## config.mk

```make
export PLATFORM = sky130hd
export DESIGN_NAME = sighting_table_with_flush_gate
export DESIGN_NICKNAME = d
export VERILOG_FILES = /design/src/design/stfg_pkg.sv /design/src/design/sighting_table_with_flush_gate.sv /design/src/design/stfg_ctrl.sv /design/src/design/stfg_datapath.sv
export SDC_FILE = /design/constraint.sdc
export NUM_CORES = 2
export LEC_CHECK = 0
export BUFFER_PORTS_ARGS = -buffer_cell sky130_fd_sc_hd__buf_2
export CORE_UTILIZATION = 56
export CTS_CLUSTER_SIZE = 20
export DETAILED_ROUTE_END_ITERATION = 6
export GPL_TIMING_DRIVEN = 0
export PLACE_DENSITY = 0.7
export SYNTH_ARGS = -nofsm -noshare
export SYNTH_HDL_FRONTEND = slang
export SYNTH_SLANG_ARGS = --single-unit
export TNS_END_PERCENT = 1
```

## constraint.sdc

```tcl
create_clock -name aclk -period 12.2 [get_ports aclk]
set_clock_uncertainty 0.2 [all_clocks]
set_input_delay 1.22 -clock aclk [delete_from_list [all_inputs] [get_ports aclk]]
set_output_delay 1.22 -clock aclk [all_outputs]
set_load 0.01 [all_outputs]
```

## src/design/stfg_pkg.sv

```systemverilog
// ============================================================================
// stfg_pkg: shared types and constants for the sighting table
// Item layouts, operation codes, register indexes and the
// controller/datapath interface structs.
// ============================================================================
`timescale 1ns / 1ps
`default_nettype none

package stfg_pkg;

    localparam int unsigned MAC_W   = 48;
    localparam int unsigned TIME_W  = 48;
    localparam int unsigned WALL_W  = 32;
    localparam int unsigned HITS_W  = 32;
    localparam int unsigned SLOT_W  = 4;
    localparam int unsigned COUNT_W = 5;
    localparam int unsigned CFG_IDX_W = 1;

    localparam logic [1:0] OP_NOTE  = 2'd0;
    localparam logic [1:0] OP_FLUSH = 2'd1;
    localparam logic [1:0] OP_CLEAR = 2'd2;

    localparam logic [CFG_IDX_W-1:0] CFG_MIN_INTERVAL = 1'd0;
    localparam logic [CFG_IDX_W-1:0] CFG_CLOCK_GRACE  = 1'd1;

    // Five minutes in microseconds.
    localparam logic [TIME_W-1:0] DEFAULT_GATE_US = 48'd300000000;

    localparam logic [HITS_W-1:0] HITS_MAX = {HITS_W{1'b1}};

    typedef struct packed {
        logic [1:0]        op;
        logic [MAC_W-1:0]  mac_address;
        logic [7:0]        class_code;
        logic signed [7:0] signal_strength;
        logic [TIME_W-1:0] now_us;
        logic [WALL_W-1:0] wall_seconds;
        logic              force_write;
    } in_item_t;

    typedef struct packed {
        logic               write_now;
        logic               matched;
        logic               evicted;
        logic [SLOT_W-1:0]  slot_index;
        logic [COUNT_W-1:0] entry_count;
        logic [HITS_W-1:0]  hit_count;
        logic signed [7:0]  best_rssi;
    } out_item_t;

    typedef struct packed {
        logic [MAC_W-1:0]  mac;
        logic [7:0]        cls;
        logic signed [7:0] rssi;
        logic [HITS_W-1:0] hits;
        logic [WALL_W-1:0] last_wall;
    } entry_t;

    // Commands from the controller to the datapath.
    typedef struct packed {
        logic load_item;
        logic rd_issue;
        logic cmp_step;
        logic do_insert;
        logic do_update;
        logic do_flush;
        logic do_misc;
    } ctl_cmd_t;

    // Status from the datapath to the controller.
    typedef struct packed {
        logic is_note;
        logic is_flush;
        logic count_zero;
        logic scan_last;
        logic hit;
        logic out_free;
    } ctl_sts_t;

endpackage

`default_nettype wire

```

## src/design/sighting_table_with_flush_gate.sv

```systemverilog
// ============================================================================
// sighting_table_with_flush_gate: device sighting table with persist gate
// Notes sightings into a small table, decides when the table should be
// written out, and clears it on request.
// ============================================================================
//
//   Channel | Ports                       | Carries
//   --------+-----------------------------+----------------------------------
//   input   | s_valid, s_ready, s_item    | one operation item (in_item_t)
//   result  | m_valid, m_ready, m_item    | one result item (out_item_t)
//   config  | cfg_valid, cfg_ready,       | register index and 48-bit value
//           | cfg_index, cfg_data         |
//
// A note scans the stored entries one by one, a read step then a compare step
// for each, through the single read port of the entry memory; a match ends
// the scan early. One item is in work at a time; a finished result waits in
// the output register while the next item is accepted, and that item's last
// step stalls until the waiting result is taken. Reset is synchronous and
// needs no clearing pass. Configuration writes are taken in any cycle.
`timescale 1ns / 1ps
`default_nettype none

module sighting_table_with_flush_gate #(
    parameter int unsigned TABLE_DEPTH = 16
) (
    input  wire logic                  aclk,
    input  wire logic                  aresetn,
    input  wire logic                  s_valid,
    output logic                       s_ready,
    input  wire stfg_pkg::in_item_t    s_item,
    output logic                       m_valid,
    input  wire logic                  m_ready,
    output stfg_pkg::out_item_t        m_item,
    input  wire logic                  cfg_valid,
    output logic                       cfg_ready,
    input  wire logic [stfg_pkg::CFG_IDX_W-1:0] cfg_index,
    input  wire logic [stfg_pkg::TIME_W-1:0]    cfg_data
);
    import stfg_pkg::*;

    ctl_cmd_t cmd;
    ctl_sts_t sts;

    assign cfg_ready = 1'b1;

    stfg_ctrl u_ctrl (
        .aclk    (aclk),
        .aresetn (aresetn),
        .s_valid (s_valid),
        .s_ready (s_ready),
        .sts     (sts),
        .cmd     (cmd)
    );

    stfg_datapath #(
        .TABLE_DEPTH (TABLE_DEPTH)
    ) u_datapath (
        .aclk      (aclk),
        .aresetn   (aresetn),
        .s_item    (s_item),
        .cfg_valid (cfg_valid),
        .cfg_index (cfg_index),
        .cfg_data  (cfg_data),
        .m_valid   (m_valid),
        .m_ready   (m_ready),
        .m_item    (m_item),
        .cmd       (cmd),
        .sts       (sts)
    );

endmodule

`default_nettype wire

```

## src/design/stfg_ctrl.sv

```systemverilog
// ============================================================================
// stfg_ctrl: sequencing controller for the sighting table
// Decodes each item and steps the datapath through the table scan and the
// final insert or update, flush decision, or clear or ignored item.
// ============================================================================
`timescale 1ns / 1ps
`default_nettype none

module stfg_ctrl (
    input  wire logic               aclk,
    input  wire logic               aresetn,
    input  wire logic               s_valid,
    output logic                    s_ready,
    input  wire stfg_pkg::ctl_sts_t sts,
    output stfg_pkg::ctl_cmd_t      cmd
);
    import stfg_pkg::*;

    typedef enum logic [7:0] {
        ST_IDLE   = 8'b0000_0001,
        ST_DECODE = 8'b0000_0010,
        ST_READ   = 8'b0000_0100,
        ST_CMP    = 8'b0000_1000,
        ST_INSERT = 8'b0001_0000,
        ST_UPDATE = 8'b0010_0000,
        ST_FLUSH  = 8'b0100_0000,
        ST_MISC   = 8'b1000_0000
    } state_t;

    state_t state_reg, state_next;

    always_ff @(posedge aclk) begin
        if (!aresetn) begin
            state_reg <= ST_IDLE;
        end else begin
            state_reg <= state_next;
        end
    end

    always_comb begin
        state_next = state_reg;
        cmd        = '0;
        s_ready    = 1'b0;
        case (state_reg)
            ST_IDLE: begin
                s_ready = 1'b1;
                if (s_valid) begin
                    cmd.load_item = 1'b1;
                    state_next    = ST_DECODE;
                end
            end
            ST_DECODE: begin
                if (sts.is_note) begin
                    state_next = sts.count_zero ? ST_INSERT : ST_READ;
                end else if (sts.is_flush) begin
                    state_next = ST_FLUSH;
                end else begin
                    state_next = ST_MISC;
                end
            end
            ST_READ: begin
                cmd.rd_issue = 1'b1;
                state_next   = ST_CMP;
            end
            ST_CMP: begin
                cmd.cmp_step = 1'b1;
                if (sts.hit) begin
                    state_next = ST_UPDATE;
                end else if (sts.scan_last) begin
                    state_next = ST_INSERT;
                end else begin
                    state_next = ST_READ;
                end
            end
            ST_INSERT: begin
                if (sts.out_free) begin
                    cmd.do_insert = 1'b1;
                    state_next    = ST_IDLE;
                end
            end
            ST_UPDATE: begin
                if (sts.out_free) begin
                    cmd.do_update = 1'b1;
                    state_next    = ST_IDLE;
                end
            end
            ST_FLUSH: begin
                if (sts.out_free) begin
                    cmd.do_flush = 1'b1;
                    state_next   = ST_IDLE;
                end
            end
            ST_MISC: begin
                if (sts.out_free) begin
                    cmd.do_misc = 1'b1;
                    state_next  = ST_IDLE;
                end
            end
            default: begin
                state_next = ST_IDLE;
            end
        endcase
    end

endmodule

`default_nettype wire

```

## src/design/stfg_datapath.sv

```systemverilog
// ============================================================================
// stfg_datapath: table storage, scan registers and flush gate
// Holds the entry memory, the count and pending flags, the configuration
// registers and the result register.
// ============================================================================
`timescale 1ns / 1ps
`default_nettype none

module stfg_datapath #(
    parameter int unsigned TABLE_DEPTH = 16
) (
    input  wire logic                  aclk,
    input  wire logic                  aresetn,
    input  wire stfg_pkg::in_item_t    s_item,
    input  wire logic                  cfg_valid,
    input  wire logic [stfg_pkg::CFG_IDX_W-1:0] cfg_index,
    input  wire logic [stfg_pkg::TIME_W-1:0]    cfg_data,
    output logic                       m_valid,
    input  wire logic                  m_ready,
    output stfg_pkg::out_item_t        m_item,
    input  wire stfg_pkg::ctl_cmd_t    cmd,
    output stfg_pkg::ctl_sts_t         sts
);
    import stfg_pkg::*;

    localparam int unsigned IDX_W = $clog2(TABLE_DEPTH);
    localparam int unsigned CNT_W = $clog2(TABLE_DEPTH + 1);
    localparam logic [CNT_W-1:0] FULL_COUNT = CNT_W'(TABLE_DEPTH);

    entry_t mem [TABLE_DEPTH];

    in_item_t          item_reg;
    entry_t            rd_data_reg;
    logic [IDX_W-1:0]  scan_idx_reg;
    logic [IDX_W-1:0]  min_idx_reg;
    logic [WALL_W-1:0] min_wall_reg;
    logic [CNT_W-1:0]  count_reg;
    logic              struct_pend_reg;
    logic              soft_pend_reg;
    logic [TIME_W-1:0] last_write_reg;
    logic              last_write_valid_reg;
    logic [TIME_W-1:0] min_interval_reg;
    logic [TIME_W-1:0] clock_grace_reg;
    logic              m_valid_reg;
    out_item_t         m_item_reg;
    out_item_t         m_item_next;

    logic              hit;
    logic              full;
    logic              result_load;
    logic [IDX_W-1:0]  insert_slot;
    logic [CNT_W-1:0]  count_after_insert;
    entry_t            new_entry;
    entry_t            upd_entry;
    logic              flush_go;
    logic              pending;
    logic              interval_block;
    logic              grace_block;
    logic [TIME_W-1:0] since_write;
    logic [IDX_W+SLOT_W-1:0]   slot_wide_scan;
    logic [IDX_W+SLOT_W-1:0]   slot_wide_ins;
    logic [CNT_W+COUNT_W-1:0]  cnt_wide_cur;
    logic [CNT_W+COUNT_W-1:0]  cnt_wide_ins;

    assign hit  = (rd_data_reg.cls == item_reg.class_code) &&
                  (rd_data_reg.mac == item_reg.mac_address);
    assign full = (count_reg == FULL_COUNT);

    assign insert_slot        = full ? min_idx_reg : count_reg[IDX_W-1:0];
    assign count_after_insert = full ? count_reg : count_reg + CNT_W'(1);

    assign result_load = cmd.do_insert || cmd.do_update || cmd.do_flush || cmd.do_misc;

    assign sts.is_note    = (item_reg.op == OP_NOTE) && (item_reg.class_code != 8'd0);
    assign sts.is_flush   = (item_reg.op == OP_FLUSH);
    assign sts.count_zero = (count_reg == '0);
    assign sts.scan_last  = ((CNT_W'(scan_idx_reg) + CNT_W'(1)) == count_reg);
    assign sts.hit        = hit;
    assign sts.out_free   = !m_valid_reg || m_ready;

    always_comb begin
        new_entry.mac       = item_reg.mac_address;
        new_entry.cls       = item_reg.class_code;
        new_entry.rssi      = item_reg.signal_strength;
        new_entry.hits      = HITS_W'(1);
        new_entry.last_wall = item_reg.wall_seconds;

        upd_entry = rd_data_reg;
        if (rd_data_reg.hits != HITS_MAX) begin
            upd_entry.hits = rd_data_reg.hits + HITS_W'(1);
        end
        if (item_reg.wall_seconds != '0) begin
            upd_entry.last_wall = item_reg.wall_seconds;
        end
        if (item_reg.signal_strength > rd_data_reg.rssi) begin
            upd_entry.rssi = item_reg.signal_strength;
        end
    end

    // Flush gate: something must be pending, then the interval and
    // clock-grace gates may each hold the write back.
    always_comb begin
        since_write    = item_reg.now_us - last_write_reg;
        pending        = struct_pend_reg || (item_reg.force_write && soft_pend_reg);
        interval_block = !item_reg.force_write && last_write_valid_reg &&
                         ((item_reg.now_us < last_write_reg) ||
                          (since_write < min_interval_reg));
        grace_block    = (item_reg.wall_seconds == '0) &&
                         (item_reg.now_us < clock_grace_reg);
        flush_go       = pending && !interval_block && !grace_block;
    end

    // Result fields are masked to their port widths for any table depth.
    assign slot_wide_scan = {{SLOT_W{1'b0}}, scan_idx_reg};
    assign slot_wide_ins  = {{SLOT_W{1'b0}}, insert_slot};
    assign cnt_wide_cur   = {{COUNT_W{1'b0}}, count_reg};
    assign cnt_wide_ins   = {{COUNT_W{1'b0}}, count_after_insert};

    always_comb begin
        m_item_next = '0;
        if (cmd.do_insert) begin
            m_item_next.evicted     = full;
            m_item_next.slot_index  = slot_wide_ins[SLOT_W-1:0];
            m_item_next.entry_count = cnt_wide_ins[COUNT_W-1:0];
            m_item_next.hit_count   = HITS_W'(1);
            m_item_next.best_rssi   = item_reg.signal_strength;
        end else if (cmd.do_update) begin
            m_item_next.matched     = 1'b1;
            m_item_next.slot_index  = slot_wide_scan[SLOT_W-1:0];
            m_item_next.entry_count = cnt_wide_cur[COUNT_W-1:0];
            m_item_next.hit_count   = upd_entry.hits;
            m_item_next.best_rssi   = upd_entry.rssi;
        end else if (cmd.do_flush) begin
            m_item_next.write_now   = flush_go;
            m_item_next.entry_count = cnt_wide_cur[COUNT_W-1:0];
        end else if (cmd.do_misc) begin
            if (item_reg.op != OP_CLEAR) begin
                m_item_next.entry_count = cnt_wide_cur[COUNT_W-1:0];
            end
        end
    end

    always_ff @(posedge aclk) begin
        if (cmd.load_item) begin
            item_reg <= s_item;
        end
        if (cmd.rd_issue) begin
            rd_data_reg <= mem[scan_idx_reg];
        end
        if (cmd.do_insert) begin
            mem[insert_slot] <= new_entry;
        end
        if (cmd.do_update) begin
            mem[scan_idx_reg] <= upd_entry;
        end
        if (cmd.cmp_step) begin
            if ((scan_idx_reg == '0) || (rd_data_reg.last_wall < min_wall_reg)) begin
                min_wall_reg <= rd_data_reg.last_wall;
                min_idx_reg  <= scan_idx_reg;
            end
        end
    end

    always_ff @(posedge aclk) begin
        if (!aresetn) begin
            scan_idx_reg         <= '0;
            count_reg            <= '0;
            struct_pend_reg      <= 1'b0;
            soft_pend_reg        <= 1'b0;
            last_write_reg       <= '0;
            last_write_valid_reg <= 1'b0;
            min_interval_reg     <= DEFAULT_GATE_US;
            clock_grace_reg      <= DEFAULT_GATE_US;
            m_valid_reg          <= 1'b0;
        end else begin
            if (cfg_valid) begin
                case (cfg_index)
                    CFG_MIN_INTERVAL: min_interval_reg <= cfg_data;
                    CFG_CLOCK_GRACE:  clock_grace_reg  <= cfg_data;
                    default: ;
                endcase
            end

            // A new result may be loaded in the same cycle the old one leaves.
            if (result_load) begin
                m_valid_reg <= 1'b1;
            end else if (m_valid_reg && m_ready) begin
                m_valid_reg <= 1'b0;
            end

            if (cmd.load_item) begin
                scan_idx_reg <= '0;
            end else if (cmd.cmp_step && !hit && !sts.scan_last) begin
                scan_idx_reg <= scan_idx_reg + IDX_W'(1);
            end

            if (cmd.do_insert) begin
                count_reg       <= count_after_insert;
                struct_pend_reg <= 1'b1;
            end
            if (cmd.do_update) begin
                soft_pend_reg <= 1'b1;
            end
            if (cmd.do_flush) begin
                if (flush_go) begin
                    last_write_reg       <= item_reg.now_us;
                    last_write_valid_reg <= 1'b1;
                    struct_pend_reg      <= 1'b0;
                    soft_pend_reg        <= 1'b0;
                end
            end
            if (cmd.do_misc) begin
                if (item_reg.op == OP_CLEAR) begin
                    count_reg       <= '0;
                    struct_pend_reg <= 1'b0;
                    soft_pend_reg   <= 1'b0;
                end
            end
        end
    end

    always_ff @(posedge aclk) begin
        if (result_load) begin
            m_item_reg <= m_item_next;
        end
    end

    assign m_valid = m_valid_reg;
    assign m_item  = m_item_reg;

endmodule

`default_nettype wire
```

* Word-level counts from Yosys, hierarchy flattened *
Memory sizes are Yosys's and may differ from the RTL's. A register that Yosys moved wholly into a read port is not among the register bits.
Cells that the tools add are included.

storage, ports and cells
  memories = 1
  bits in writable memories = 2048
  input bits = 201
  output and inout port bits = 55
  flip-flop bits (word level) = 400
  logic and storage cells = 153

memory list
  memory          depth  bits a word  rd ports  clocked after Yosys merged registers in  write ports  RTL line             source
  u_datapath.mem  16     128          1         1                                        1            stfg_datapath.sv:30  entry_t mem [TABLE_DEPTH];

cells by class
  add/subtract/negate cells = 5
  reduce and logical (&&, ||, !) cells = 41
  eq/ne operators = 18
  bitwise operators = 4
  mux-type cells = 52
  magnitude comparators = 5

operators with widths
  kind                                                                   number
  48-bit less-than comparator                                            3
  128-bit two-way mux                                                    1
  128-bit OR reduction                                                   1
  32-bit two-way mux                                                     2
  5-bit two-way mux                                                      10
  49-bit two-way mux                                                     1
  48-bit equality test                                                   1
  48-bit subtractor                                                      1
  40-bit two-way mux                                                     1
  8-bit two-way mux                                                      5
  8-bit one-hot mux with 5 select lines                                  1
  32-bit by 1-bit adder with 32-bit output, second input constant        1
  32-bit zero test                                                       1
  32-bit less-than comparator                                            1
  32-bit inequality test, second input constant                          1
  32-bit nonzero test                                                    1
  1-bit two-way mux                                                      27
  4-bit two-way mux                                                      3
  1-bit logical AND                                                      11
  2-bit AND reduction                                                    5
  8-bit by 1-bit equality test with 1-bit output, second input constant  1
  8-bit by 2-bit equality test with 1-bit output, second input constant  1
  8-bit by 3-bit equality test with 1-bit output, second input constant  1
  8-bit by 4-bit equality test with 1-bit output, second input constant  1
  other kinds (27)                                                       43

* Longest topological paths before layout *
  depth in word-level cells = 11
  gate-level depth with buffers = 25

* By module *
From an unflattened synthesis, not the netlist that was laid out.

second synthesis, totals
  cell total of the unflattened synthesis = 9857
  area, all modules = 123360.8 um2

by module, submodules not included
  module                          seq. area each (um2)  times used  area each (um2)  cells each
  stfg_datapath                   75542.5               1           122809.0         9797
  stfg_ctrl                       160.2                 1           540.5            58
  sighting_table_with_flush_gate  0.0                   1           11.3             2

* Least setup slack after synthesis *
Ideal clock, no wire load.

  path type = register to register
  from = register u_ctrl.state_reg[5]
  to = register, netlist name u_datapath.rd_data_reg[0]
  data arrival time = 10.226 ns
  stages on the path, launching flop included = 4
  setup time = 0.800 ns
  path slack = 0.974 ns
  cells stage by stage = dfxtp_1 -> nor4_1 -> nand2_1 -> nor3b_1

between the ends
  longest elaborated chain between the ends = 2

ends and longest elaborated chain
  element                                         RTL line         source
  from (decl)                                     stfg_ctrl.sv:30  state_t state_reg, state_next;
  from (signal assigned)                          stfg_ctrl.sv:36  state_reg <= state_next;
  8-bit by 3-bit equality test with 1-bit output  stfg_ctrl.sv:44  case (state_reg)
  1-bit two-way mux                               stfg_ctrl.sv:44

Every way passes these cells.
A chain may end at the register's enable or synchronous reset.

* Final worst setup path *
  from = register u_datapath.item_reg[34] (netlist bit)
  to = register u_datapath.last_write_reg[41]

between the ends
  longest elaborated chain between the ends = 8
  elaborated cells between the ends (all ways) = 12
  those cells by class = 1 x add/sub; 3 x order compare; 8 x reduce/logical

ends and longest elaborated chain
  element                                 RTL line              source
  from (decl)                             stfg_datapath.sv:32   in_item_t item_reg;
  from (signal assigned)                  stfg_datapath.sv:145  item_reg <= s_item;
  48-bit subtractor                       stfg_datapath.sv:103  since_write = item_reg.now_us - last_write_reg;
  48-bit less-than comparator             stfg_datapath.sv:107  (since_write < min_interval_reg));
  1-bit logical OR                        stfg_datapath.sv:106  ((item_reg.now_us < last_write_reg) ||
  1-bit logical AND                       stfg_datapath.sv:105  interval_block = !item_reg.force_write && last_write_valid_reg &&
  1-bit zero test                         stfg_datapath.sv:110  flush_go = pending && !interval_block && !grace_block;
  1-bit logical AND                       stfg_datapath.sv:110
  1-bit logical AND *                     stfg_datapath.sv:110
  2-bit AND reduction (no source line) *  --
  to (signal assigned)                    stfg_datapath.sv:206  last_write_reg <= item_reg.now_us;
  to (decl)                               stfg_datapath.sv:40   logic [TIME_W-1:0] last_write_reg;

Every way passes the cells marked *; elsewhere a longest branch is shown, timed or not.

==> results.ini <==
[die]
die_x_um = 431
die_y_um = 431
dieArea_sq_um = 186000
ios = 256
core_area_sq_um = 183000
initial_core_util = 0.563
rows = 157

[setup_path]
reg2reg_from = u_datapath.item_reg[34]
r2r_cells = 22
r2r_slack_ns = 5.18
worstPathArrival_ns = 7.61
cp-start-kind = flip-flop
crit_type = flip-flop to flip-flop
rr_endpoint = u_datapath.last_write_reg[41]
endpoint_kind = flip-flop
cp_max_fo = 10
required_ns = 12.79

[timing]
drv_slew = 21
rsz0062_at_grt = no
setup_viol = 0
period_share = 0.575
max_slew.worst_pin.slew_ns = 1.54
relSlewSlack = -0.0287
max_freq_mhz = 142
setup_tns_ns = 0
finalHoldWorstSlack_ns = 0.235
finalHoldViolCount = 0
finalCriticalPeriod_ns = 7.02

[detailed_routing]
ant_nets = 0
routed_wl_um = 265000
drc_errors = 0
vias_per_cell = 6.30
dr_total_vias = 55100
wire_per_inst_um = 30.4
drt_iter0_drc = 6266
first_pass_iters = 5

[grt]
use_met2 = 0.485
grt_usage = 0.288
grt_busiest_layer = met2
grt_pass1_wl_um = 380000
gr-total-overflow = 0
antenna_found_initial = 7
grt_max_degree = 50
grt_pass1_vias = 55200
grtUsageMet1 = 0.377
grtUsageMet3 = 0.0439

[pwr]
ir_worst_vdd_v = 0.000135
leakage_nw = 37.6
p_per_area_nw_per_um2 = 154

[hold_path]
min_to = u_datapath.min_idx_reg[3]
hold_class = flip-flop to flip-flop
min_from = u_datapath.scan_idx_reg[3]
whs_path_depth = 0

[clock_tree]
cts_root_buf = clkbuf_16
clock-sinks = 2576
clock_latency_ns = 0.92
post_cts_buffers = 0
clock_path_buffers = 4
post_cts_resized = 0
numCtsBuffers = 278
h-tree-depth = 5
cts.hold.buffers_added = 0
clk_pin_slew_ns = 0.06
cts_tree = done

[cells_and_area]
drive_above_1_share = 0.234
utilization = 0.651
final_common_cell = edfxtp_1
area_delta_synth_final_pct = 15.6
largest_reg_flops = 2048
fin_nets = 6461
fin_area_sq_um = 119000
final_cell_mix = edfxtp_1 (2411), mux4_2 (640), nand2_1 (537)

[yosys]
synth_top_area_cell = edfxtp_1
synth_edf_count = 2411
synth_seq_cells = 2576
syn_avg_cell_area_sq_um = 19.1
yosys.area.top_type_share = 0.703
synthCells = 5394
synthTopCellsByArea = edfxtp_1 (70%), mux4_2 (14%), dfxtp_1 (3.2%), ha_1 (2.3%), nand2_1 (2.0%)
async_flop_share = 0
synthesis.area_sq_um = 103000
yosysUniqueCellTypes = 78
synth_seq_area_share = 0.735
synth_fp_nets = 5782
yosys_warnings = 0
synthFlopType = edfxtp_1

[placement]
placedInstanceArea_sq_um = 111000
place_congestion = 0.934
dp_hpwl_um = 173000
numPortBuffers = 253

[run_status]
status = finished with violations
violations = max-capacitance violations, max-slew violations

[run]
drv_cap = 2

metal layers:
layer / vias up / wire, um / share of wire
met5: - / 34 / 0.00013
met4: 6 / 11900 / 0.045
met3: 622 / 20800 / 0.079
met2: 2863 / 134000 / 0.50
met1: 28600 / 98500 / 0.37
li1: 23000 / - / -
area by class of cell:
cell class | count | area (sq um)
diodes | 5 | 12.5
plain buffers | 233 | 930
clock buffers | 343 | 7460
clock inverters | 129 | 1050
fillers | 12000 | 63800
inverters | 207 | 777
multi-input cells | 2378 | 25700
flip-flops and latches | 2576 | 75700
well taps | 2464 | 3080
repair buffers | 399 | 4310
worst max path at each step:
stage	startpoint	to	slack [ns]	depth (start not counted)
6_report	u_datapath.item_reg[34]	u_datapath.last_write_reg[41]	5.18	22
5_1_grt	u_datapath.item_reg[34]	u_datapath.last_write_reg[39]	4.86	22
4_1_cts	u_datapath.item_reg[34]	u_datapath.last_write_reg[41]	5.47	22
3_5_place_dp	u_datapath.item_reg[34]	u_datapath.last_write_reg[45]	5.55	22
3_3_place_gp	u_ctrl.state_reg[5]	u_ctrl.state_reg[3]	-11.80	4
2_1_floorplan	u_ctrl.state_reg[5]	u_datapath.rd_data_reg[0]	0.97	3
where the power goes:
group | total, mW | switching, mW | internal [mW] | leakage, nW
Clock | 8.00 | 3.33 | 4.66 | 4.16
Sequential | 9.80 | 0.0703 | 9.73 | 22.8
Combinational | 0.567 | 0.377 | 0.189 | 10.7
Total | 18.4 | 3.78 | 14.6 | 37.6
through the flow:
stage          setup slack [ns]  power (mW)  instances
2_1_floorplan             0.974        10.3       5394
3_3_place_gp             -11.80        10.5       8111
3_5_place_dp               5.55        10.6       8256
4_1_cts                    5.47        18.4       8728
5_1_grt                    4.86        18.8       8729
6_report                   5.18        18.4       8734
cell families after synthesis:
family          after synthesis  share of synthesized area
xor+xnor                    132                     0.0112
compound gates              466                     0.0304
mux                         700                      0.146
flops                      2576                      0.735
other cells                   1                  0.0000364
fa+ha+maj                   187                     0.0228
simple gates                892                     0.0379
buf+inv                     440                     0.0165
critical path, stage by stage, from the launching register on:
cell	delay, ns
edfxtp_1	0.48
ha_1	0.31
nor2b_1	0.14
o31a_1	0.29
o311ai_1	0.40
o211ai_1	0.25
a2111oi_0	0.93
o311ai_1	0.21
a21oi_1	0.31
o21ai_1	0.13
xor2_1	0.16
ha_1	0.31
a21oi_1	0.07
o21ai_1	0.21
a41oi_1	0.07
nor4_1	0.61
nand2_1	0.20
a2111oi_0	0.58
a311oi_1	0.16
nor3b_1	0.25
buf_4	0.25
buf_6	0.24
mux2i_1	0.20
synthesized netlist by cell type (6+ instances only):
| master | number |
|---|---|
| xor2_1 | 86 |
| a21oi_1 | 102 |
| o21ai_0 | 66 |
| o21a_1 | 16 |
| edfxtp_1 | 2411 |
| o211ai_1 | 32 |
| nor2b_1 | 18 |
| a21boi_0 | 80 |
| mux4_2 | 640 |
| xnor2_1 | 46 |
| and4_1 | 7 |
| buf_1 | 37 |
| a2111oi_0 | 8 |
| buf_2 | 6 |
| o22ai_1 | 7 |
| or3_1 | 13 |
| inv_1 | 206 |
| nand2_1 | 537 |
| nor2_1 | 131 |
| mux2_2 | 7 |
| mux2i_1 | 53 |
| ha_1 | 186 |
| nor3b_1 | 9 |
| a211oi_1 | 9 |
| nor4_1 | 31 |
| nor3_1 | 20 |
| o21bai_1 | 6 |
| nand2b_1 | 19 |
| a22o_1 | 8 |
| and3_1 | 13 |
| o21ai_1 | 14 |
| nand3_1 | 30 |
| dfxtp_1 | 165 |
| a31oi_1 | 9 |
| and2_1 | 8 |
| clkbuf_1 | 183 |
| nand4_1 | 39 |
| a21o_1 | 67 |
Note: power is estimated with default switching activity, not from simulation.
